<file path="src/rtl/twcc_pkg.sv">
// shared types and constants for the tree weighted center cost block
package twcc_pkg;

  localparam int unsigned WEIGHT_W = 16;
  localparam int unsigned CHILD_W  = 8;
  localparam int unsigned TOTAL_W  = 32;

  localparam logic [TOTAL_W-1:0] TOTAL_MAX = {TOTAL_W{1'b1}};

  // control that travels with one distance/weight read through the cost pipeline
  typedef struct packed {
    logic vld;
    logic row_first;
    logic row_last;
    logic first_row;
    logic last_row;
  } acc_ctl_t;

endpackage

</file>
<file path="src/rtl/twcc_cost_acc.sv">
// weight memory and weighted distance sum pipeline with running minimum
module twcc_cost_acc
  import twcc_pkg::*;
#(
  parameter int unsigned MAX_NODES = 128
) (
  input  logic                        clk_i,
  input  logic                        rst_ni,
  input  logic                        w_we_i,
  input  logic [$clog2(MAX_NODES)-1:0] w_waddr_i,
  input  logic [WEIGHT_W-1:0]         w_wdata_i,
  input  logic [$clog2(MAX_NODES)-1:0] w_raddr_i,
  input  logic [$clog2(MAX_NODES):0]  dist_i,
  input  acc_ctl_t                    ctl_i,
  output logic [TOTAL_W-1:0]          best_o,
  output logic                        done_o
);

  localparam int unsigned DIST_W = $clog2(MAX_NODES) + 1;
  localparam logic [DIST_W-1:0] DIST_INF = {DIST_W{1'b1}};

  logic [WEIGHT_W-1:0] wmem [0:MAX_NODES-1];
  logic [WEIGHT_W-1:0] wrd_q;
  acc_ctl_t            ctl1_q;
  acc_ctl_t            ctl2_q;
  logic [TOTAL_W-1:0]  term2_q;
  logic [TOTAL_W-1:0]  acc_q;
  logic [TOTAL_W-1:0]  best_q;
  logic                done_q;

  logic                         inf1;
  logic [DIST_W+WEIGHT_W-1:0]   prod1;
  logic [TOTAL_W-1:0]           base;
  logic [TOTAL_W:0]             sum;
  logic [TOTAL_W-1:0]           acc_d;

  always_ff @(posedge clk_i) begin
    if (w_we_i) begin
      wmem[w_waddr_i] <= w_wdata_i;
    end
    wrd_q <= wmem[w_raddr_i];
  end

  // unreachable node with nonzero weight pins the sum at max
  assign inf1  = (dist_i == DIST_INF) && (wrd_q != '0);
  assign prod1 = dist_i * wrd_q;

  assign base  = ctl2_q.row_first ? '0 : acc_q;
  assign sum   = {1'b0, base} + {1'b0, term2_q};
  assign acc_d = (sum >= {1'b0, TOTAL_MAX}) ? TOTAL_MAX : sum[TOTAL_W-1:0];

  always_ff @(posedge clk_i or negedge rst_ni) begin
    if (!rst_ni) begin
      ctl1_q  <= '0;
      ctl2_q  <= '0;
      term2_q <= '0;
      acc_q   <= '0;
      best_q  <= TOTAL_MAX;
      done_q  <= 1'b0;
    end else begin
      ctl1_q  <= ctl_i;
      ctl2_q  <= ctl1_q;
      term2_q <= inf1 ? TOTAL_MAX : TOTAL_W'(prod1);
      done_q  <= ctl2_q.vld && ctl2_q.row_last && ctl2_q.last_row;
      if (ctl2_q.vld) begin
        acc_q <= acc_d;
        if (ctl2_q.row_last && (ctl2_q.first_row || (acc_d < best_q))) begin
          best_q <= acc_d;
        end
      end
    end
  end

  assign best_o = best_q;
  assign done_o = done_q;

endmodule

</file>
<file path="config.mk">
export PLATFORM = sky130hd
export DESIGN_NAME = twcc_cost_acc
export DESIGN_NICKNAME = d
export VERILOG_FILES = /design/src/rtl/twcc_pkg.sv /design/src/rtl/twcc_cost_acc.sv
export SDC_FILE = /design/constraint.sdc
export NUM_CORES = 2
export LEC_CHECK = 0
export BUFFER_PORTS_ARGS = -buffer_cell sky130_fd_sc_hd__buf_2
export CAP_MARGIN = 20
export CORE_MARGIN = 4
export CORE_UTILIZATION = 59
export CTS_BUF_LIST = sky130_fd_sc_hd__clkbuf_2 sky130_fd_sc_hd__clkbuf_4 sky130_fd_sc_hd__clkbuf_8
export DETAILED_ROUTE_END_ITERATION = 12
export PLACE_DENSITY = 0.78
export SYNTH_ARGS = -nofsm -noshare
export SYNTH_HDL_FRONTEND = slang
export SYNTH_SLANG_ARGS = --single-unit
</file>
<file path="constraint.sdc">
create_clock -name clk_i -period 6.1 [get_ports clk_i]
set_clock_uncertainty 0.15 [all_clocks]
set_input_delay 1.22 -clock clk_i [delete_from_list [all_inputs] [get_ports clk_i]]
set_output_delay 1.22 -clock clk_i [all_outputs]
set_load 0.02 [all_outputs]
</file>
Word level (Yosys, flattened, before mapping) --
Memory sizes are Yosys's and may differ from the RTL's. A register that Yosys moved wholly into a read port is not among the register bits. Index checks and enable logic that the tools add are counted. Widths: inputs -> output; s select.
Word-level totals: memory bits (writable) 2048, memories 1, word-level logic and storage cells 32, input bits 46, register bits after elaboration 107, output and inout bits 33
Memory list:
- wmem | words 128, width 16, read ports 1, clocked after Yosys merged registers in 1, wr ports 1, line twcc_cost_acc.sv:22 | logic [WEIGHT_W-1:0] wmem [0:MAX_NODES-1];
Cells by class: mux-type cells 5, $mul 1, equal/unequal tests 1, add/subtract/negate cells 1, reduce and logical (&&, ||, !) cells 7, magnitude comparators 2
Operator list (count):
- $mux 32 | 3
- $add 32x32->33 | 1
- $ge 33x32->1 const B | 1
- $lt 32x32->1 | 1
- $mul 8x16->24 | 1
- $reduce_bool 16->1 | 1
- $eq 8x8->1 const B | 1
- $logic_and 1x1->1 | 4
- $mux 1 | 2
- $reduce_and 2->1 | 1
- $logic_or 1x1->1 | 1

Depth between registers and ports, before layout --
word-level depth 8, gate-level depth with buffers 27, gate-level depth less buffers 24

Worst setup path after synthesis --
OpenSTA, ideal clock, no wires.
kind register -> register, start point register ctl2_q[3] (netlist name), end point register best_q[20] (netlist: best_o[20]), arrival time 6.047 ns, buffers on the path 3, clock period less this slack 6.279 ns, path slack -0.179 ns, library setup time 0.082 ns, required time 5.868 ns, stages on the path, launching flop included 28, path through dfrtp_1 -> nor2b_1 -> ha_1 -> inv_1 -> fa_1 -> and2b_2 -> o21ai_1 -> xor2_1 -> or4_1 -> or4_1 -> nor4_1 -> nand4b_1 -> or4b_1 -> buf_2 -> buf_4 -> o211ai_2 -> ha_1 -> a21o_1 -> a21o_1 -> a21o_1 -> a21o_1 -> a21oi_1 -> nor2b_1 -> o21ai_0 -> nand2b_1 -> a211oi_1 -> buf_2 -> mux2_2
Between the ends: longest elaborated chain between the ends 8
Ends and longest elaborated chain:
- from (decl) | line twcc_cost_acc.sv:25 | acc_ctl_t ctl2_q;
- from (signal assigned) | line twcc_cost_acc.sv:62 | ctl2_q <= ctl1_q;
- $mux 32 (*) | line twcc_cost_acc.sv:48 | assign base = ctl2_q.row_first ? '0 : acc_q;
- $add 32x32->33 (*) | line twcc_cost_acc.sv:49 | assign sum = {1'b0, base} + {1'b0, term2_q};
- $ge 33x32->1 | line twcc_cost_acc.sv:50 | assign acc_d = (sum >= {1'b0, TOTAL_MAX}) ? TOTAL_MAX : sum[TOTAL_W-1:0];
- $mux 32 (*) | line twcc_cost_acc.sv:50
- net acc_d[17] | line twcc_cost_acc.sv:35 | logic [TOTAL_W-1:0] acc_d;
- $lt 32x32->1 (*) | line twcc_cost_acc.sv:67 | if (ctl2_q.row_last && (ctl2_q.first_row || (acc_d < best_q))) begin
- $logic_or 1x1->1 (*) | line twcc_cost_acc.sv:67
- $logic_and 1x1->1 (*) | line twcc_cost_acc.sv:67
- $reduce_and 2->1 (no source line) (*)
- to (signal assigned) | line twcc_cost_acc.sv:58 | best_q <= TOTAL_MAX;
- to (signal assigned) | line twcc_cost_acc.sv:68 | best_q <= acc_d;
- to (decl) | line twcc_cost_acc.sv:28 | logic [TOTAL_W-1:0] best_q;
Mark *: on every way through the listed nets, which the timed path passes. The rest lies on a longest branch. A chain may end at the register's enable or synchronous reset.

Worst setup path in the final report --
start point register ctl2_q[3] (netlist name), end point register best_q[8] (netlist: best_o[8])
Same word-level chain as after synthesis.

==> metrics.md <==
| Metric | Value |
|---|---|
| # port buffers | `78` |
| Die width | `about 400 um` |
| Fin worst setup slack | `-156 ps` |
| Hold WC Path Type | `primary input to flip-flop` |
| Top FF cell, synth | `edfxtp_1` |
| Max cap viols | `0` |
| Top cell type's share of synthesized area | `69.0%` |
| Fin util | `67.5%` |
| Highest clock rate | `0.160 GHz` |
| Power Density | `371 nW/um^2` |
| Die area | `between 150000 and 200000 um^2` |
| Synth cell types | `64` |
| Hold WS | `between 150 and 200 ps` |
| Final Cycle Share | `103%` |
| R2R depth | `28` |
| Area Overhead vs Synth | `13.4%` |
| Yosys reg bits | `between 2000 and 2500` |
| Post-synth ARST share | `4.62%` |
| Crit end category | `flip-flop` |
| Reg-to-reg critical path endpoint | `best_o[8]$_DFFE_PN1P_` |
| CP max stage delay | `between 500 and 600 ps` |
| Syn Inst Count | `about 4300` |
| Unrepaired setup endpoints after global routing | `yes` |
| Finish-stage setup viols | `32` |
| Clk sinks | `2164` |
| Placed Cells | `6441` |
| Clock latency on the worst-skew pair | `1050 ps` |
| CTS Root Cell | `clkbuf_8` |
| Vias in the first global route | `46673` |
| EDFF count, synth | `2048` |
| Layout cell share with drive strength beyond 1 | `34.2%` |
| Routed WL per cell | `29.2 um` |
| Routed WL | `a little over 200000 um` |
| Initial core utilization | `59.5%` |
| Failing checks | `negative setup slack` |
| Die height | `397 um` |
| CP endpoint | `best_o[8]$_DFFE_PN1P_` |
| Crit path kind | `flip-flop to flip-flop` |
| Initial DRC Count | `5496` |
| Grt ovf | `0` |
| Reg2reg setup slack | `-160 ps` |
| Post-Syn Nets | `4522` |
| Clock H-tree levels | `5` |
| Cell accounting for the most synthesized area | `edfxtp_1` |
| DRC errors left | `0` |
| CTS tree | `built` |
| Clock Path Buffers | `4` |
| Crit-path max FO | `7` |
| CTS buffer count | `348` |
| Status | `finished, violations left` |
| Yosys warns | `0` |
| CP startpoint | `ctl2_q[3]$_DFF_PN0_` |
| Core area | `~150000 um^2` |
| Register area share after synthesis | `72.2%` |
| WP data arrival | `7030 ps` |
| Rel. slew slack | `21.9%` |
| Area contributors post-synth | `edfxtp_1 69%, mux4_2 17%, dfrtp_1 1.9%, fa_1 1.9%, ha_1 1.5%` |
| Final cell count without fillers | `approximately 7000` |
| Hold Vio Cnt, Final | `0` |
| Vias/cell | `6.43` |
| Filler cell count | `roughly 9000` |
| Worst path slowest cell | `or4b_4` |
| Global-route wire length before repair | `308000 um` |
| Drt pass-1 iters | `5` |
| Worst-Margin Slew | `1170 ps` |
| I/O pins | `79` |
| Post-Syn Area | `around 89000 um^2` |
| GP Congestion | `~0.9` |
| Nets@finish | `approximately 5000` |
| Detailed placement HPWL | `124000 um` |
| Minimum clock period | `6260 ps` |
| Reg clk slew, reported paths | `~60 ps` |
| Maximum number of pins on one net before global-route repair | `97` |
| Worst IR Drop VDD | `0.468 mV` |
| Initial antenna violation count | `23` |
| Antenna Nets Post-Route | `0` |
| Leak | `33.8 nW` |
| Power Total | `~38 mW` |
| Mean post-synth cell area | `between 20 and 25 um^2` |
| CP Data Required Time | `6880 ps` |
| Slew Limit Fails | `0` |
| All-Layer GR Usage | `26.9%` |
| DR vias | `45564` |
| Cell Rows | `142` |
| Reg2reg start | `ctl2_q[3]$_DFF_PN0_` |
| CP Launch Type | `flip-flop` |
cell type report:
cell class | instances | area [um^2] | area share (%)
sequential | 2164 | 64400 | 63.6
multi-input combinational | 1767 | 23800 | 23.6
clock buffer | 451 | 5670 | 5.60
timing repair buffer | 406 | 3340 | 3.31
tap | 2016 | 2520 | 2.49
clock inverter | 149 | 925 | 0.914
inverter | 121 | 454 | 0.449
antenna | 10 | 25.0 | 0.0247
cell families (layout without fill, tap and decap cells):
group | count (synthesis) | in the layout | synth area share (%)
flops | 2164 | 2164 | 72.2
simple gates | 560 | 560 | 2.93
xor+xnor | 33 | 33 | 0.324
mux | 725 | 725 | 17.6
compound gates | 257 | 257 | 2.00
other cells | 0 | 10 | 0
fa+ha+maj | 192 | 192 | 3.41
buf+inv | 353 | 1127 | 1.52
through the flow:
step | setup TNS, ps | setup slack [ps] | cell area (um^2)
2_1_floorplan | 0 | 2.47 | 89200
3_3_place_gp | -9120 | -316 | 93800
3_5_place_dp | -9030 | -314 | 93800
4_1_cts | 0 | 1.63 | 101000
5_1_grt | -11310 | -391 | 101000
6_report | -3990 | -156 | 101000
worst min-delay path by stage:
stage,startpoint,to,slack (ps),cells past startpoint
6_report,ctl_i[3],ctl1_q[3]$_DFF_PN0_,160,1
5_1_grt,ctl_i[4],ctl1_q[4]$_DFF_PN0_,90,1
4_1_cts,ctl_i[4],ctl1_q[4]$_DFF_PN0_,50,1
3_5_place_dp,ctl1_q[3]$_DFF_PN0_,ctl2_q[3]$_DFF_PN0_,190,0
3_3_place_gp,ctl1_q[0]$_DFF_PN0_,ctl2_q[0]$_DFF_PN0_,180,0
2_1_floorplan,ctl1_q[0]$_DFF_PN0_,ctl2_q[0]$_DFF_PN0_,180,0
metal layers:
| layer | track usage (%) | vias up | share of wire (%) |
|---|---|---|---|
| li1 | - | 18652 | - |
| met1 | 37.4 | 23673 | 37 |
| met2 | 42.1 | 2852 | 49 |
| met3 | 6.91 | 379 | 11 |
| met4 | 9.44 | 8 | 3.5 |
| met5 | 0 | - | 0.034 |
flip-flops by register name, indices dropped and copies added (netlist names):
register and cells:
acc_q 32, best_o 32, ctl1_q 5, ctl2_q 5, done_o 1, term2_q 25, wmem 2048, wrd_q 16
worst max-delay path, delay by kind of cell, from the launching register on:
family,cells,cell delay [ps]
flip-flops,1,400
buffers and inverters,7,860
AND/OR/NAND/NOR,10,2540
AO/OA/AOI/OAI,6,1000
XOR/XNOR,1,150
adder cells (fa/ha/maj),3,750
multiplexers,1,310
cell usage after synthesis (4+ instances only):
cell type / instances
edfxtp_1: 2048
mux4_2: 672
nor2_1: 193
clkbuf_1: 162
nand2_1: 154
inv_1: 121
ha_1: 107
fa_1: 85
dfrtp_1: 68
and2_1: 58
buf_1: 57
a21oi_1: 45
a31oi_1: 43
nor2b_1: 42
o21ai_0: 36
a21o_1: 32
dfstp_2: 32
mux2_2: 29
mux2_1: 22
nand4_1: 22
nand3_1: 20
nor3_1: 20
o211ai_2: 19
xnor2_1: 18
dfxtp_1: 16
o211ai_1: 15
xor2_1: 15
a211oi_1: 13
nand2b_1: 13
nor4_1: 10
o21a_1: 10
buf_2: 9
o21ai_1: 8
o21bai_1: 8
or2_2: 7
o31ai_1: 5
a211o_1: 4
cell usage in the layout (no fill, tap or decap), types with 25 or more instances in the layout:
| cell | count |
|---|---|
| clkbuf_4 | 86 |
| mux4_2 | 672 |
| clkinv_2 | 28 |
| a21o_1 | 32 |
| buf_4 | 307 |
| nand2_1 | 154 |
| buf_12 | 25 |
| clkbuf_8 | 365 |
| buf_2 | 57 |
| fa_1 | 84 |
| ha_1 | 100 |
| o21ai_0 | 31 |
| clkinv_1 | 100 |
| edfxtp_1 | 2048 |
| inv_1 | 120 |
| nor2_1 | 192 |
| dfstp_2 | 32 |
| mux2_2 | 25 |
| a31oi_1 | 42 |
| and2_1 | 58 |
| dfrtp_1 | 67 |
| nor2b_1 | 41 |
| a21oi_1 | 40 |
where the power goes:
| group | leakage, nW | switching, mW | internal, mW |
|---|---|---|---|
| combinational | 10.7 | 4.60 | 4.03 |
| clock | 3.46 | 5.39 | 6.50 |
| sequential | 19.7 | 0.288 | 16.7 |
| total | 33.8 | 10.3 | 27.3 |
what timing repair did:
action,CTS,global route
setup endpoints to repair,32,32
gates cloned,3,0
setup buffers,16,13
pin swaps,26,23
hold endpoints to repair,30,0
resized for setup,41,52
hold buffers,1,0
(Power assumes the default switching activity.)
