## src/rtl/twcc_pkg.sv

```systemverilog
// shared types and constants for the tree weighted center cost block
package twcc_pkg;

  localparam int unsigned WEIGHT_W = 16;
  localparam int unsigned CHILD_W  = 8;
  localparam int unsigned TOTAL_W  = 32;

  localparam logic [TOTAL_W-1:0] TOTAL_MAX = {TOTAL_W{1'b1}};

  // control that travels with one distance/weight read through the cost pipeline
  typedef struct packed {
    logic vld;
    logic row_first;
    logic row_last;
    logic first_row;
    logic last_row;
  } acc_ctl_t;

endpackage

```

## src/rtl/twcc_seq.sv

```systemverilog
// sequencer: node loading, matrix clearing, floyd passes and sum scan
module twcc_seq
  import twcc_pkg::*;
#(
  parameter int unsigned MAX_NODES = 128
) (
  input  logic                           clk_i,
  input  logic                           rst_ni,
  input  logic                           in_valid_i,
  output logic                           in_ready_o,
  input  logic [WEIGHT_W-1:0]            weight_i,
  input  logic [CHILD_W-1:0]             left_i,
  input  logic [CHILD_W-1:0]             right_i,
  input  logic                           last_i,
  input  logic                           out_busy_i,
  output logic                           res_valid_o,
  output logic                           d_we_o,
  output logic [2*$clog2(MAX_NODES)-1:0] d_waddr_o,
  output logic [$clog2(MAX_NODES):0]     d_wdata_o,
  output logic [2*$clog2(MAX_NODES)-1:0] d_ra_addr_o,
  output logic [2*$clog2(MAX_NODES)-1:0] d_rb_addr_o,
  input  logic [$clog2(MAX_NODES):0]     d_ra_data_i,
  input  logic [$clog2(MAX_NODES):0]     d_rb_data_i,
  output logic                           w_we_o,
  output logic [$clog2(MAX_NODES)-1:0]   w_waddr_o,
  output logic [WEIGHT_W-1:0]            w_wdata_o,
  output logic [$clog2(MAX_NODES)-1:0]   w_raddr_o,
  output acc_ctl_t                       ctl_o,
  input  logic                           acc_done_i
);

  localparam int unsigned NW     = $clog2(MAX_NODES);
  localparam int unsigned CW     = $clog2(MAX_NODES + 1);
  localparam int unsigned DIST_W = NW + 1;
  localparam logic [DIST_W-1:0] DIST_INF = {DIST_W{1'b1}};
  localparam logic [NW-1:0]     LAST_IDX = NW'(MAX_NODES - 1);

  typedef enum logic [3:0] {
    ST_CLEAR,
    ST_LOAD,
    ST_LINK,
    ST_FW_RIK,
    ST_FW_WIK,
    ST_FW_ROW,
    ST_SUM,
    ST_SUM_WAIT,
    ST_DONE
  } state_e;

  state_e          state_q;
  logic [CW-1:0]   cnt_q;
  logic [NW-1:0]   last_q;
  logic [NW-1:0]   i_q;
  logic [NW-1:0]   j_q;
  logic [NW-1:0]   k_q;
  logic [3:0]      mask_q;
  logic [NW-1:0]   self_q;
  logic [NW-1:0]   lidx_q;
  logic [NW-1:0]   ridx_q;
  logic            run_q;
  logic [DIST_W-1:0] ik_q;
  logic            p1_vld_q;
  logic [NW-1:0]   p1_i_q;
  logic [NW-1:0]   p1_j_q;
  logic            res_valid_q;

  logic            accept;
  logic            room;
  logic            done_go;
  logic [NW-1:0]   self;
  logic [31:0]     lsub;
  logic [31:0]     rsub;
  logic [NW-1:0]   lidx;
  logic [NW-1:0]   ridx;
  logic            l_ok;
  logic            r_ok;
  logic [3:0]      mask_new;
  logic [3:0]      mask_rest;
  logic [CW-1:0]   cnt_d;
  logic [CW-1:0]   cnt_m1;
  logic [DIST_W:0] via;
  logic            fw_wr;

  assign accept  = in_valid_i && (state_q == ST_LOAD);
  assign room    = cnt_q < CW'(MAX_NODES);
  // result handed to the output register, tree state starts over
  assign done_go = (state_q == ST_DONE) && !out_busy_i;
  assign self    = cnt_q[NW-1:0];
  assign lsub    = 32'(left_i) - 32'd1;
  assign rsub    = 32'(right_i) - 32'd1;
  assign lidx    = lsub[NW-1:0];
  assign ridx    = rsub[NW-1:0];
  // child 0, child past the end and self links add no edge
  assign l_ok   = room && (left_i != '0) && (32'(left_i) <= 32'(MAX_NODES)) && (lidx != self);
  assign r_ok   = room && (right_i != '0) && (32'(right_i) <= 32'(MAX_NODES)) && (ridx != self);
  assign mask_new  = {r_ok, r_ok, l_ok, l_ok};
  assign mask_rest = mask_q & (mask_q - 4'd1);
  assign cnt_d     = done_go ? '0 : (accept && room) ? cnt_q + CW'(1) : cnt_q;
  assign cnt_m1    = cnt_d - CW'(1);

  // relaxation of d[i][j] through k, data read in the previous cycle
  assign via   = {1'b0, ik_q} + {1'b0, d_ra_data_i};
  assign fw_wr = p1_vld_q && (d_ra_data_i != DIST_INF) && (via < {1'b0, DIST_INF})
                 && (via < {1'b0, d_rb_data_i});

  assign in_ready_o = (state_q == ST_LOAD);
  assign w_we_o     = accept && room;
  assign w_waddr_o  = self;
  assign w_wdata_o  = weight_i;
  assign w_raddr_o  = j_q;

  always_comb begin
    d_we_o    = fw_wr;
    d_waddr_o = {p1_i_q, p1_j_q};
    d_wdata_o = via[DIST_W-1:0];
    unique case (state_q)
      ST_CLEAR: begin
        d_we_o    = 1'b1;
        d_waddr_o = {i_q, j_q};
        d_wdata_o = (i_q == j_q) ? '0 : DIST_INF;
      end
      ST_LINK: begin
        d_we_o    = 1'b1;
        d_wdata_o = DIST_W'(1);
        priority if (mask_q[0]) d_waddr_o = {self_q, lidx_q};
        else if (mask_q[1])     d_waddr_o = {lidx_q, self_q};
        else if (mask_q[2])     d_waddr_o = {self_q, ridx_q};
        else                    d_waddr_o = {ridx_q, self_q};
      end
      default: ;
    endcase
  end

  always_comb begin
    d_ra_addr_o = {i_q, j_q};
    d_rb_addr_o = {i_q, j_q};
    ctl_o       = '0;
    unique case (state_q)
      ST_FW_RIK: d_ra_addr_o = {i_q, k_q};
      ST_FW_ROW: d_ra_addr_o = {k_q, j_q};
      ST_SUM: begin
        ctl_o.vld       = 1'b1;
        ctl_o.row_first = (j_q == '0);
        ctl_o.row_last  = (j_q == last_q);
        ctl_o.first_row = (i_q == '0);
        ctl_o.last_row  = (i_q == last_q);
      end
      default: ;
    endcase
  end

  always_ff @(posedge clk_i or negedge rst_ni) begin
    if (!rst_ni) begin
      state_q     <= ST_CLEAR;
      cnt_q       <= '0;
      last_q      <= '0;
      i_q         <= '0;
      j_q         <= '0;
      k_q         <= '0;
      mask_q      <= '0;
      self_q      <= '0;
      lidx_q      <= '0;
      ridx_q      <= '0;
      run_q       <= 1'b0;
      ik_q        <= '0;
      p1_vld_q    <= 1'b0;
      p1_i_q      <= '0;
      p1_j_q      <= '0;
      res_valid_q <= 1'b0;
    end else begin
      p1_vld_q    <= (state_q == ST_FW_ROW);
      p1_i_q      <= i_q;
      p1_j_q      <= j_q;
      res_valid_q <= done_go;
      cnt_q       <= cnt_d;
      if (state_q == ST_LOAD || state_q == ST_LINK) begin
        last_q <= cnt_m1[NW-1:0];
        i_q    <= '0;
        k_q    <= '0;
      end
      unique case (state_q)
        ST_CLEAR: begin
          if (j_q == LAST_IDX) begin
            j_q <= '0;
            if (i_q == LAST_IDX) begin
              i_q     <= '0;
              state_q <= ST_LOAD;
            end else begin
              i_q <= i_q + NW'(1);
            end
          end else begin
            j_q <= j_q + NW'(1);
          end
        end
        ST_LOAD: begin
          if (accept) begin
            mask_q <= mask_new;
            self_q <= self;
            lidx_q <= lidx;
            ridx_q <= ridx;
            run_q  <= last_i;
            if (mask_new != '0) begin
              state_q <= ST_LINK;
            end else if (last_i) begin
              state_q <= ST_FW_RIK;
            end
          end
        end
        ST_LINK: begin
          mask_q <= mask_rest;
          if (mask_rest == '0) begin
            state_q <= run_q ? ST_FW_RIK : ST_LOAD;
          end
        end
        ST_FW_RIK: state_q <= ST_FW_WIK;
        ST_FW_WIK, ST_FW_ROW: begin
          if (state_q == ST_FW_WIK && d_ra_data_i != DIST_INF) begin
            ik_q    <= d_ra_data_i;
            j_q     <= '0;
            state_q <= ST_FW_ROW;
          end else if (state_q == ST_FW_ROW && j_q != last_q) begin
            j_q <= j_q + NW'(1);
          end else begin
            // row done or skipped: next i, then next k
            j_q <= '0;
            if (i_q == last_q) begin
              i_q <= '0;
              if (k_q == last_q) begin
                state_q <= ST_SUM;
              end else begin
                k_q     <= k_q + NW'(1);
                state_q <= ST_FW_RIK;
              end
            end else begin
              i_q     <= i_q + NW'(1);
              state_q <= ST_FW_RIK;
            end
          end
        end
        ST_SUM: begin
          if (j_q == last_q) begin
            j_q <= '0;
            if (i_q == last_q) begin
              i_q     <= '0;
              state_q <= ST_SUM_WAIT;
            end else begin
              i_q <= i_q + NW'(1);
            end
          end else begin
            j_q <= j_q + NW'(1);
          end
        end
        ST_SUM_WAIT: begin
          if (acc_done_i) begin
            state_q <= ST_DONE;
          end
        end
        ST_DONE: begin
          if (done_go) begin
            i_q     <= '0;
            j_q     <= '0;
            state_q <= ST_CLEAR;
          end
        end
        default: state_q <= ST_CLEAR;
      endcase
    end
  end

  assign res_valid_o = res_valid_q;

endmodule

```

## config.mk

```make
export PLATFORM = sky130hd
export DESIGN_NAME = twcc_seq
export DESIGN_NICKNAME = d
export VERILOG_FILES = /design/src/rtl/twcc_pkg.sv /design/src/rtl/twcc_seq.sv
export SDC_FILE = /design/constraint.sdc
export NUM_CORES = 1
export LEC_CHECK = 0
export BUFFER_PORTS_ARGS = -buffer_cell sky130_fd_sc_hd__buf_2
export CAP_MARGIN = 20
export CORE_ASPECT_RATIO = 2
export CORE_UTILIZATION = 46
export CTS_BUF_LIST = sky130_fd_sc_hd__clkbuf_4 sky130_fd_sc_hd__clkbuf_8
export CTS_CLUSTER_SIZE = 24
export DETAILED_ROUTE_END_ITERATION = 8
export PLACE_DENSITY = 0.72
export SETUP_SLACK_MARGIN = 0.1
export SYNTH_ARGS = -nofsm -noshare
export SYNTH_HDL_FRONTEND = slang
export SYNTH_SLANG_ARGS = --single-unit
```

## constraint.sdc

```tcl
create_clock -name clk_i -period 3.71 [get_ports clk_i]
set_clock_uncertainty 0.15 [all_clocks]
set_input_delay 0.742 -clock clk_i [delete_from_list [all_inputs] [get_ports clk_i]]
set_output_delay 0.742 -clock clk_i [all_outputs]
set_load 0.01 [all_outputs]
```

* Word-level counts from Yosys, hierarchy flattened
Cells that the tools add are included.
Storage, ports and cells: flip-flop bits (word level) 90, output and inout bits 89, memories 0, latch bits 0, memory bits (writable) 0, ROM bits 0
Operators by class: eq/ne operators 28, bitwise gates (word level) 1, muxes and demuxes 50, order comparisons 5, multiply operators 0, shift operators 0, div/mod/pow operators 0, add/subtract/negate cells 9, reduce and logical (&&, ||, !) cells 32
Operator list (number):
- 7-bit 2-to-1 mux | 19
- 4-bit 2-to-1 mux | 14
- 14-bit case mux with 2 select lines | 2
- 7-bit case mux with 4 select lines | 2
- 14-bit 2-to-1 mux | 3
- 4-bit case mux with 8 select lines | 1
- 7-bit == test | 4
- 8-bit 2-to-1 mux | 3
- 7-bit by 1-bit adder with 7-bit output (second input constant) | 3
- 7-bit != test | 3
- 7-bit by 1-bit subtractor with 7-bit output (second input constant) | 3
- 4-bit by 3-bit == test with 1-bit output (second input constant) | 4
- 8-bit less-or-equal comparator (second input constant) | 2
- 8-bit case mux with 2 select lines | 1
- 8-bit nonzero test | 2
- 7-bit == test (second input constant) | 2
- 1-bit logical AND | 14
- 7-bit logical NOT | 2
- 2-bit != test (second input constant) | 6
- 10-bit AND reduction | 1
- 8-bit by 8-bit adder with 9-bit output | 1
- 9-bit by 8-bit < comparator with 1-bit output | 1
- 9-bit by 8-bit < comparator with 1-bit output (second input constant) | 1
- 8-bit by 1-bit adder with 8-bit output (second input constant) | 1
- 22 further kinds | 30

* Logic depth before layout (Yosys ltp)
Gate-level depths: netlist of the first run.
word-level depth 8, depth in mapped cells 13

* Least setup slack after synthesis of the first run
No wires, ideal clock.
path kind input port to output port, start input port d_ra_data_i[0], end output port d_we_o, required time 2.818 ns, arrival 3.188 ns, path slack -0.370 ns, stages 12, path buffers 0, cell sequence ha_1 > fa_1 > a21o_1 > a21oi_1 > nor2_1 > o31a_1 > a21oi_1 > ha_1 > a21o_1 > a211oi_1 > o211ai_1 > a22oi_1
On the way: word-level cells in the longest chain between the ends 5, elaborated cells between the ends (all ways) 8, classes of those cells add/sub (1); order compare (2); eq/ne (1); mux (1); reduce/logical (3)
RTL lines:
- start, declared | RTL line twcc_seq.sv:22 | input logic [$clog2(MAX_NODES):0] d_ra_data_i,
- 8-bit by 8-bit adder with 9-bit output or 8-bit != test (tied branches) | RTL line twcc_seq.sv:102, twcc_seq.sv:103
- 9-bit by 8-bit < comparator with 1-bit output or 1-bit logical AND (tied branches) | RTL line twcc_seq.sv:103 | assign fw_wr = p1_vld_q && (d_ra_data_i != DIST_INF) && (via < {1'b0, DIST_INF})
- 1-bit logical AND | RTL line twcc_seq.sv:103
- 1-bit logical AND (*) | RTL line twcc_seq.sv:104 | && (via < {1'b0, d_rb_data_i});
- 1-bit 2-to-1 mux (*) | RTL line twcc_seq.sv:116 | unique case (state_q)
- end, declared | RTL line twcc_seq.sv:17 | output logic d_we_o,
Mark *: on every way between the ends. The rest lies on a longest branch, timed or not.

* Worst setup path in the final report of the first run
Ends and elaborated chain as after synthesis.

==> summary.txt, run 1 <==
Synth Instances = 760
leading area contributor after synthesis = dfrtp_1
layout cells sized above 1 = 25.7%
status = finished, violations left
Worst Path Arrival = 3.26 ns
Avg Cell Area, Syn = 8.61 µm²
yosys warns = 0
post-place setup slack = -0.686 ns
FFs w/ async S/R, synth = 100%
commonest non-fill, non-tap cell in the layout = nand2_1
Tot Pwr = 6.24 mW
initial core utilization = 47.1%
max-slew violations = 0
fin crit period = 4.15 ns
most frequent cells in the layout = 113 x nand2_1, 108 x buf_2, 90 x dfrtp_1, 70 x o21ai_0, 49 x buf_4
Clock transition at path regs = 0.10 ns
clock network power share = 12.4%
Comb pwr share = 58.6%
die height = 171 µm
Sw Share = 46.5%
Num CTS Buffers = 9
CTS HTree Levels = 3
Worst-Margin Slew = 0.712 ns
RR Endpoint = last_q[6]
number of max-cap violations = 0
WP data required = 2.82 ns
worst slew margin relative to its limit = 52.1%
Leak = 3.76 nW
Longest Clk Path Bufs = 2
worst path cell trace = buf_8, ha_4, fa_2, a21o_1, a21oi_2, nor2_2, o31a_1, a21oi_2, ha_1, a21o_1, a211oi_2, o211ai_1, a22oi_2, buf_2
fin util = 54.8%
drt wl/cell = 18.0 µm
largest net degree at the start of global routing = 55
number of antenna violations at the first check in global routing = 0
HPWL after DPL = 14,900 µm
Total Routing Usage GR = 26.7%
failing checks = negative setup slack
Buffers on Ports = 110
sequential element share of the synthesized area = 34.4%
Setup crit end kind = output pin
routed vias = 5,887
Setup Crit Path Kind = in -> out
Power Density = 820 nW/µm²
global placer's final weighted congestion = 0.927
Distinct cells, synth = 67
top fanout value on the critical path = 2
routed vias/inst = 5.61
Seq cells post-synth = 90
Worst R2R Path Depth = 10
Final Worst Setup Slack = -0.442 ns
die area = 14,700 µm²
# setup viols final = 1
Peak VDD IR = 0.384 mV
Clock Latency Late Sink = 0.38 ns
dominant synthesized flop cell = dfrtp_1
Setup crit start kind = primary input
Site Rows = 61
CTS tree = done
P&R area growth vs syn = 16.3%
Yosys top cell area share = 34.4%
DR DRC count = 0
top post-synthesis cells by area = dfrtp_1 34%, nand2_1 6.5%, o21ai_0 5.4%
Seq pwr share = 28.9%
total wire length = 18,900 µm
slowest cell on the critical path = fa_2
core area = 13,900 µm²
antenna viol nets, final = 0
Antenna diodes = 0
Internal = 3.34 mW
reg2reg setup slack = 0.63 ns
Die Width = 86.3 µm
I/O Pins = 143
crit share post-route = 112%
RSZ-0062 raised after global routing = true
EDFF count, synth = 0
global-route wire length before repair = 29,800 µm
syn_nets = 841
CP max stage delay = 0.37 ns
clock sinks = 90
Top delay family on crit path = compound AO/OA/AOI/OAI gates
RR Startpoint = state_q[2]
NetSw = 2.90 mW
worst path bufs/invs = 2
First-pass DRT Iterations = 5
1st-iter DRT viols = 433
Root Buffer = clkbuf_8
Synth Cell Area = 6540 µm²
Fmax = 241 MHz
GR Overflow Total = 0
fin nets = 936
vias in the first global route = 5,767
Final Hold Violating Endpoints = 0
worst min-delay path class = in -> async
cell type report:
| class | instances | area, µm² |
|---|---|---|
| clock buffer | 10 | 131 |
| clock inverter | 6 | 101 |
| fill | 1361 | 6280 |
| inverter | 38 | 143 |
| multi-input combinational | 557 | 3810 |
| sequential | 90 | 2250 |
| tap | 189 | 236 |
| timing repair buffer | 159 | 935 |
registers in the layout, summed over array words and instances, names as in the netlist, 7 cells and up:
signal and flops:
w_raddr_o 7, ik_q 8, ridx_q 7, k_q 7
self_q 7, p1_j_q 7, last_q 7, cnt_q 8
i_q 7, p1_i_q 7, lidx_q 7
synthesized netlist by cell type, types with 12 or more instances:
cell type	instances
a21oi_1	14
a22oi_1	15
and3_1	12
buf_4	30
clkbuf_1	41
dfrtp_1	90
ha_1	26
inv_1	36
mux2_2	19
mux2i_1	24
nand2_1	113
nand4_1	13
nor2_1	31
nor3_1	15
o21ai_0	70
xnor2_1	36
xor2_1	31
routing by layer:
layer / vias up / GRT usage [%] / part of all wire (%)
li1: 2811 / - / -
met1: 2787 / 26.4 / 35
met2: 209 / 48.5 / 53
met3: 80 / 4.15 / 4.0
met4: 0 / 20.5 / 8.2
met5: - / 0 / 0
kinds of logic after synthesis:
logic type	synth area share (%)
XOR/XNOR	10.0
flip-flops	34.4
buffers and inverters	8.36
AO/OA/AOI/OAI	15.7
AND/OR/NAND/NOR	19.0
multiplexers	6.94
adder cells (fa/ha/maj)	5.58
power by group through the flow:
| stage | logic (mW) | registers (mW) | clock network (mW) |
|---|---|---|---|
| 3_3_place_gp | 3.48 | 1.80 | 0 |
| 3_5_place_dp | 3.54 | 1.81 | 0 |
| 5_1_grt | 4.07 | 1.85 | 0.825 |
| 6_report | 3.66 | 1.81 | 0.776 |
| 4_1_cts | 3.63 | 1.80 | 0.783 |
| 2_1_floorplan | 2.60 | 1.56 | 0 |
through the flow:
step                      area (µm²)  cells  hold slack (ns)  setup TNS, ns
after global routing            7610   1049            0.279         -0.549
after global placement          7280   1029            0.313         -0.795
final                           7610   1049            0.233         -0.442
after floorplan                 6560    760            0.283         -0.165
after CTS                       7590   1047            0.261         -0.449
after detailed placement        7280   1029            0.317         -0.827
worst max-delay path by stage:
stage                               from  endpoint  slack, ns  depth (start not counted)
after detailed placement  d_ra_data_i[1]    d_we_o      -0.69                         15
after global placement    d_ra_data_i[1]    d_we_o      -0.67                         15
final                     d_ra_data_i[0]    d_we_o      -0.44                         14
after CTS                 d_ra_data_i[0]    d_we_o      -0.45                         14
after floorplan           d_ra_data_i[0]    d_we_o      -0.16                         12
after global routing             ik_q[0]    d_we_o      -0.54                         13
repair_timing:
item / CTS / global route
gates resized for setup: 13 / 1
pin swaps: 6 / 6
endpoints found under the setup margin: 2 / 3
setup buffers: 2 / 2
hold buffers: 0 / 0
Power figures use the tool's default switching activity.
==> run 2: changes to the inputs <==
--- a/config.mk
+++ b/config.mk
@@ -8,11 +8,11 @@
 export BUFFER_PORTS_ARGS = -buffer_cell sky130_fd_sc_hd__buf_2
 export CAP_MARGIN = 20
 export CORE_ASPECT_RATIO = 2
-export CORE_UTILIZATION = 46
+export CORE_UTILIZATION = 52
 export CTS_BUF_LIST = sky130_fd_sc_hd__clkbuf_4 sky130_fd_sc_hd__clkbuf_8
 export CTS_CLUSTER_SIZE = 24
 export DETAILED_ROUTE_END_ITERATION = 8
-export PLACE_DENSITY = 0.72
+export PLACE_DENSITY = 0.8
 export SETUP_SLACK_MARGIN = 0.1
 export SYNTH_ARGS = -nofsm -noshare
 export SYNTH_HDL_FRONTEND = slang
==> run 2 against run 1 <==
Against the previous run:
- the run still ends with negative setup slack left
- fmax grew 1.2%
- hold slack lost 0.00066 ns
- largest power group unchanged
- wire length shrank 1.0%
- sequential power about the same
- clock-buffer cell count grew 3
- cell count decreased by 4.5%
==> summary.txt, run 2 (same netlist as run 1, synthesis figures left out) <==
clock sinks = 90
sequential standard cell area = 2250 µm²
Peak VDD IR = 0.572 mV
number of antenna violations at the first check in global routing = 0
HPWL after DPL = 14,300 µm
CTS tree = done
CTS HTree Levels = 3
Site Rows = 57
top fanout value on the critical path = 2
Antenna diodes = 0
die height = 161 µm
die area = 13,100 µm²
P&R area growth vs syn = 14.6%
failing checks = negative setup slack
Clock Latency Late Sink = 0.37 ns
Longest Clk Path Bufs = 2
Setup Crit Path Kind = in -> out
Die Width = 81.3 µm
RSZ-0062 raised after global routing = true
layout cells sized above 1 = 25.1%
most frequent cells in the layout = 113 x nand2_1, 107 x buf_2, 90 x dfrtp_1, 69 x o21ai_0, 43 x buf_4
DR DRC count = 0
initial core utilization = 53.6%
commonest non-fill, non-tap cell in the layout = nand2_1
# setup viols final = 1
Tot Pwr = 6.18 mW
Num CTS Buffers = 9
total wire length = 18,700 µm
Clock transition at path regs = 0.09 ns
Worst-Margin Slew = 0.852 ns
fin util = 61.5%
drt wl/cell = 18.7 µm
largest net degree at the start of global routing = 91
core area = 12,200 µm²
number of max-cap violations = 0
Setup TNS Final = -0.393 ns
Fmax = 244 MHz
WP data required = 2.82 ns
FILL cells = 1,110
vias in the first global route = 5,941
1st-iter DRT viols = 561
Total Routing Usage GR = 30.0%
fin crit period = 4.10 ns
routed vias = 6,037
max-slew violations = 0
CTS Hold Bufs = 0
Final Hold Violating Endpoints = 0
Leak = 3.73 nW
global-route wire length before repair = 29,600 µm
Setup crit start kind = primary input
Root Buffer = clkbuf_8
I/O Pins = 143
crit share post-route = 111%
status = finished, violations left
routed vias/inst = 6.02
Worst Path Arrival = 3.21 ns
Setup crit end kind = output pin
worst min-delay path class = in -> async
Buffers on Ports = 110
global placer's final weighted congestion = 0.914
GR Overflow Total = 0
area of the multi-input gates = 3790 µm²
First-pass DRT Iterations = 5
RR Startpoint = state_q[2]
antenna viol nets, final = 0
post-place setup slack = -0.568 ns
worst slew margin relative to its limit = 43.0%
Power Density = 824 nW/µm²
Worst Setup SP = d_ra_data_i[1]
biggest regs = cnt_q (8), ik_q (8)
fin nets = 931
Final Worst Setup Slack = -0.393 ns
-- run 2: cell count changes in the layout (fill, tap and decap cells not counted), sizes merged --
cell / change
buf: -5
inv: +1
clkinv: -1
clkbuf: +3
clkinvlp: -1
bufinv: -2
-- run 2: metrics by stage --
| stage | hold slack, ns | instances | instance area [µm²] |
|---|---|---|---|
| after floorplan | 0.283 | 760 | 6560 |
| after global placement | 0.316 | 981 | 7200 |
| after detailed placement | 0.325 | 981 | 7200 |
| after CTS | 0.255 | 999 | 7470 |
| after global routing | 0.279 | 1002 | 7500 |
| final | 0.232 | 1002 | 7500 |
-- run 2: final cells by class --
| class | count | area share (%) |
|---|---|---|
| clock buffers | 13 | 2.39 |
| clock inverters | 3 | 0.384 |
| inverters | 38 | 1.90 |
| multi-input cells | 557 | 50.6 |
| flip-flops and latches | 90 | 30.0 |
| well taps | 147 | 2.45 |
| repair buffers | 154 | 12.2 |
-- run 2: what timing repair did --
action | in CTS | in global routing
endpoints found under the setup margin | 2 | 3
gates resized for setup | 12 | 2
pin swaps | 4 | 7
setup buffers | 2 | 3
-- run 2: per-layer routing --
metal	part of all wire, %	vias up	routed length [µm]	track usage [%]
met3	4.8	108	890	3.75
met5	0	-	0	0
met2	53	267	9910	52.8
li1	-	2806	-	-
met4	8.2	0	1540	24.7
met1	34	2856	6370	30.0
-- run 2: critical path: stages --
cell and delay (ns):
buf_6 0.09, ha_1 0.28, a21o_1 0.17, a21oi_2 0.19, o21bai_2 0.11, a2111oi_2 0.31, nor3_1 0.11, xor2_1 0.17
ha_1 0.20, nor2_1 0.10, nand2_1 0.07, a211oi_2 0.20, o211ai_1 0.13, a22oi_2 0.16, buf_2 0.15
-- run 2: worst paths after layout --
| check | end | slack [ns] | cells past startpoint |
|---|---|---|---|
| min in group clk_i | ik_q[7] | 0.35 | 2 |
| hold / removal | res_valid_o | 0.23 | 2 |
| setup reg to reg | last_q[6] | 0.64 | 10 |
| hold reg to reg | ik_q[7] | 0.35 | 2 |
| max in group asynchronous | p1_j_q[3] | 2.78 | 2 |
| setup / recovery | d_we_o | -0.39 | 15 |
-- run 2: report_power, final --
| group | switching [mW] | internal (mW) |
|---|---|---|
| clock | 0.364 | 0.326 |
| sequential | 0.514 | 1.31 |
| combinational | 2.04 | 1.63 |
==> run 3: changes to the inputs <==
--- a/config.mk
+++ b/config.mk
@@ -5,6 +5,7 @@
 export SDC_FILE = /design/constraint.sdc
 export NUM_CORES = 1
 export LEC_CHECK = 0
+export ABC_AREA = 1
 export BUFFER_PORTS_ARGS = -buffer_cell sky130_fd_sc_hd__buf_2
 export CAP_MARGIN = 20
 export CORE_ASPECT_RATIO = 2
==> run 3 against run 2 <==
Against the previous run:
- critical path type unchanged
- global-route usage grew 4.1 points
- sequential power grew 2%
- critical path depth is the same
- the flow still finishes with violations (negative setup slack)
- flip-flop and latch count is the same
- via count grew 15%
- cell count grew 20%
- hold slack gained 0.088 ns
- largest cell class unchanged
- sequential share of layout area shrank 0.50 points
==> summary.txt, run 3 <==
Setup TNS Final = -0.0360 ns
top fanout value on the critical path = 3
CP max stage delay = 0.35 ns
dominant synthesized flop cell = dfrtp_1
Leak = 4.08 nW
syn_nets = 1,032
Peak VDD IR = 0.610 mV
global placer's final weighted congestion = 0.975
routing usage on met1 = 34.0%
Num CTS Buffers = 9
clock network power share = 11.1%
CTS tree = done
worst hold slack = 0.320 ns
yosys warns = 0
CTS HTree Levels = 3
initial core utilization = 53.4%
post-place setup slack = -0.271 ns
worst min-delay path class = in -> async
Setup crit start kind = primary input
Internal = 3.12 mW
worst slew margin relative to its limit = 39.5%
Clock Latency Late Sink = 0.38 ns
EDFF count, synth = 0
First-pass DRT Iterations = 5
worst path cell trace = buf_6, ha_4, fa_2, buf_4, xnor2_4, inv_1, ha_1, o21ai_1, a21oi_1, o21bai_1, nand2_1, o21ai_2, nand3_1, nand2_2, buf_6
Yosys top cell area share = 33.6%
failing checks = negative setup slack
Comb pwr share = 59.6%
crit share post-route = 101%
Synth Instances = 951
commonest non-fill, non-tap cell in the layout = nand2_1
Buffers on Ports = 110
placed insts = 1,175
I/O Pins = 143
status = finished, violations left
# setup viols final = 1
FILL cells = 1,178
vias in the first global route = 6,695
sequential element share of the synthesized area = 33.6%
Sw Share = 51.1%
DR DRC count = 0
Seq pwr share = 29.3%
fin crit period = 3.75 ns
Final Non-Filler Cells = 1,198
number of antenna violations at the first check in global routing = 0
RSZ-0062 raised after global routing = true
Worst-Margin Slew = 0.908 ns
core area = 12,600 µm²
reg2reg setup slack = 0.91 ns
HPWL after DPL = 16,400 µm
Antenna diodes = 0
Site Rows = 58
Final Worst Setup Slack = -0.0360 ns
drt wl/cell = 17.8 µm
Longest Clk Path Bufs = 2
slowest cell on the critical path = fa_2
GRT busiest layer = met2
Root Buffer = clkbuf_8
top post-synthesis cells by area = dfrtp_1 34%, nand2_1 15%, inv_1 6.1%
Total Routing Usage GR = 34.1%
biggest regs = cnt_q (8), ik_q (8)
FFs w/ async S/R, synth = 100%
Clock transition at path regs = 0.09 ns
NetSw = 3.26 mW
Fmax = 267 MHz
fin nets = 1,124
leading area contributor after synthesis = dfrtp_1
Avg Cell Area, Syn = 7.05 µm²
die area = 13,400 µm²
Die Width = 82.3 µm
GR Overflow Total = 0
1st-iter DRT viols = 519
GR Layer Usage met2 = 58.5%
CP dominant cell by count = buf_6
die height = 163 µm
WP data required = 2.82 ns
layout cells sized above 1 = 19.6%
total wire length = 21,300 µm
Seq cells post-synth = 90
Worst Path Arrival = 2.85 ns
Final Hold Violating Endpoints = 0
Power Density = 836 nW/µm²
top-count cell post-synth = nand2_1
routed vias/inst = 5.78
routed vias = 6,920
P&R area growth vs syn = 13.6%
Distinct cells, synth = 49
Synth Cell Area = 6710 µm²
most frequent cells in the layout = 256 x nand2_1, 108 x inv_1, 107 x buf_2, 90 x dfrtp_1, 72 x nand3_1
largest net degree at the start of global routing = 71
CTS Hold Bufs = 0
Setup crit end kind = output pin
clock sinks = 90
global-route wire length before repair = 33,400 µm
Post-synth top cells = 262 x nand2_1, 109 x inv_1, 90 x dfrtp_1, 73 x nand3_1, 70 x o21ai_0
max-slew violations = 0
global routing usage on met3 = 6.67%
antenna viol nets, final = 0
Setup Crit Path Kind = in -> out
number of max-cap violations = 0
==> run 3: kinds of logic after synthesis <==
family / count (synthesis) / synth area share (%)
xor+xnor: 40 / 5.22
flops: 90 / 33.6
compound gates: 149 / 13.1
simple gates: 470 / 31.3
buf+inv: 175 / 11.6
fa+ha+maj: 27 / 5.15
==> run 3: what timing repair did <==
item	in CTS	in global routing
pin swaps	13	3
buffers inserted	7	0
resized for setup	13	4
endpoints found under the setup margin	1	1
==> run 3: final cells by class <==
type | count | area, µm² | area share [%]
multi-input cells | 686 | 3760 | 49.3
inverters | 117 | 439 | 5.76
repair buffers | 139 | 783 | 10.3
well taps | 150 | 188 | 2.46
clock inverters | 6 | 62.6 | 0.821
flip-flops and latches | 90 | 2250 | 29.5
clock buffers | 10 | 138 | 1.81
==> run 3: metal layers <==
layer	up-vias	wire [µm]
li1	3266	-
met3	121	1430
met2	311	11000
met5	-	0
met4	0	1830
met1	3222	7100
==> run 3: worst max-delay path, delay by kind of cell <==
family	cells	cell delay (ns)
xor+xnor	1	0.18
fa+ha+maj	3	0.77
buf+inv	4	0.45
simple gates	3	0.25
compound gates	4	0.45
==> run 3: worst paths after layout <==
path,startpoint,end,cells after the start
max,d_ra_data_i[0],d_we_o,15
min,rst_ni,lidx_q[6],1
max reg2reg,state_q[2],i_q[2],12
min reg2reg,ik_q[7],ik_q[7],2
max in group asynchronous,rst_ni,k_q[2],2
min in group clk_i,ik_q[7],ik_q[7],2
==> run 3: through the flow <==
step | util, % | instance area, µm² | power (mW)
floorplan | - | 6720 | 4.20
global placement | 58.0 | 7280 | 5.33
detailed placement | 58.0 | 7280 | 5.42
CTS | 60.6 | 7600 | 6.25
global route | 60.7 | 7620 | 6.88
finish | 60.7 | 7620 | 6.37
==> run 3: power groups by stage <==
stage                     clock (mW)  sequential (mW)  combinational [mW]
after floorplan                    0             1.66                2.54
after global placement             0             1.85                3.48
after detailed placement           0             1.86                3.56
after CTS                      0.704             1.85                3.70
after global routing           0.747             1.91                4.23
final                          0.706             1.87                3.80
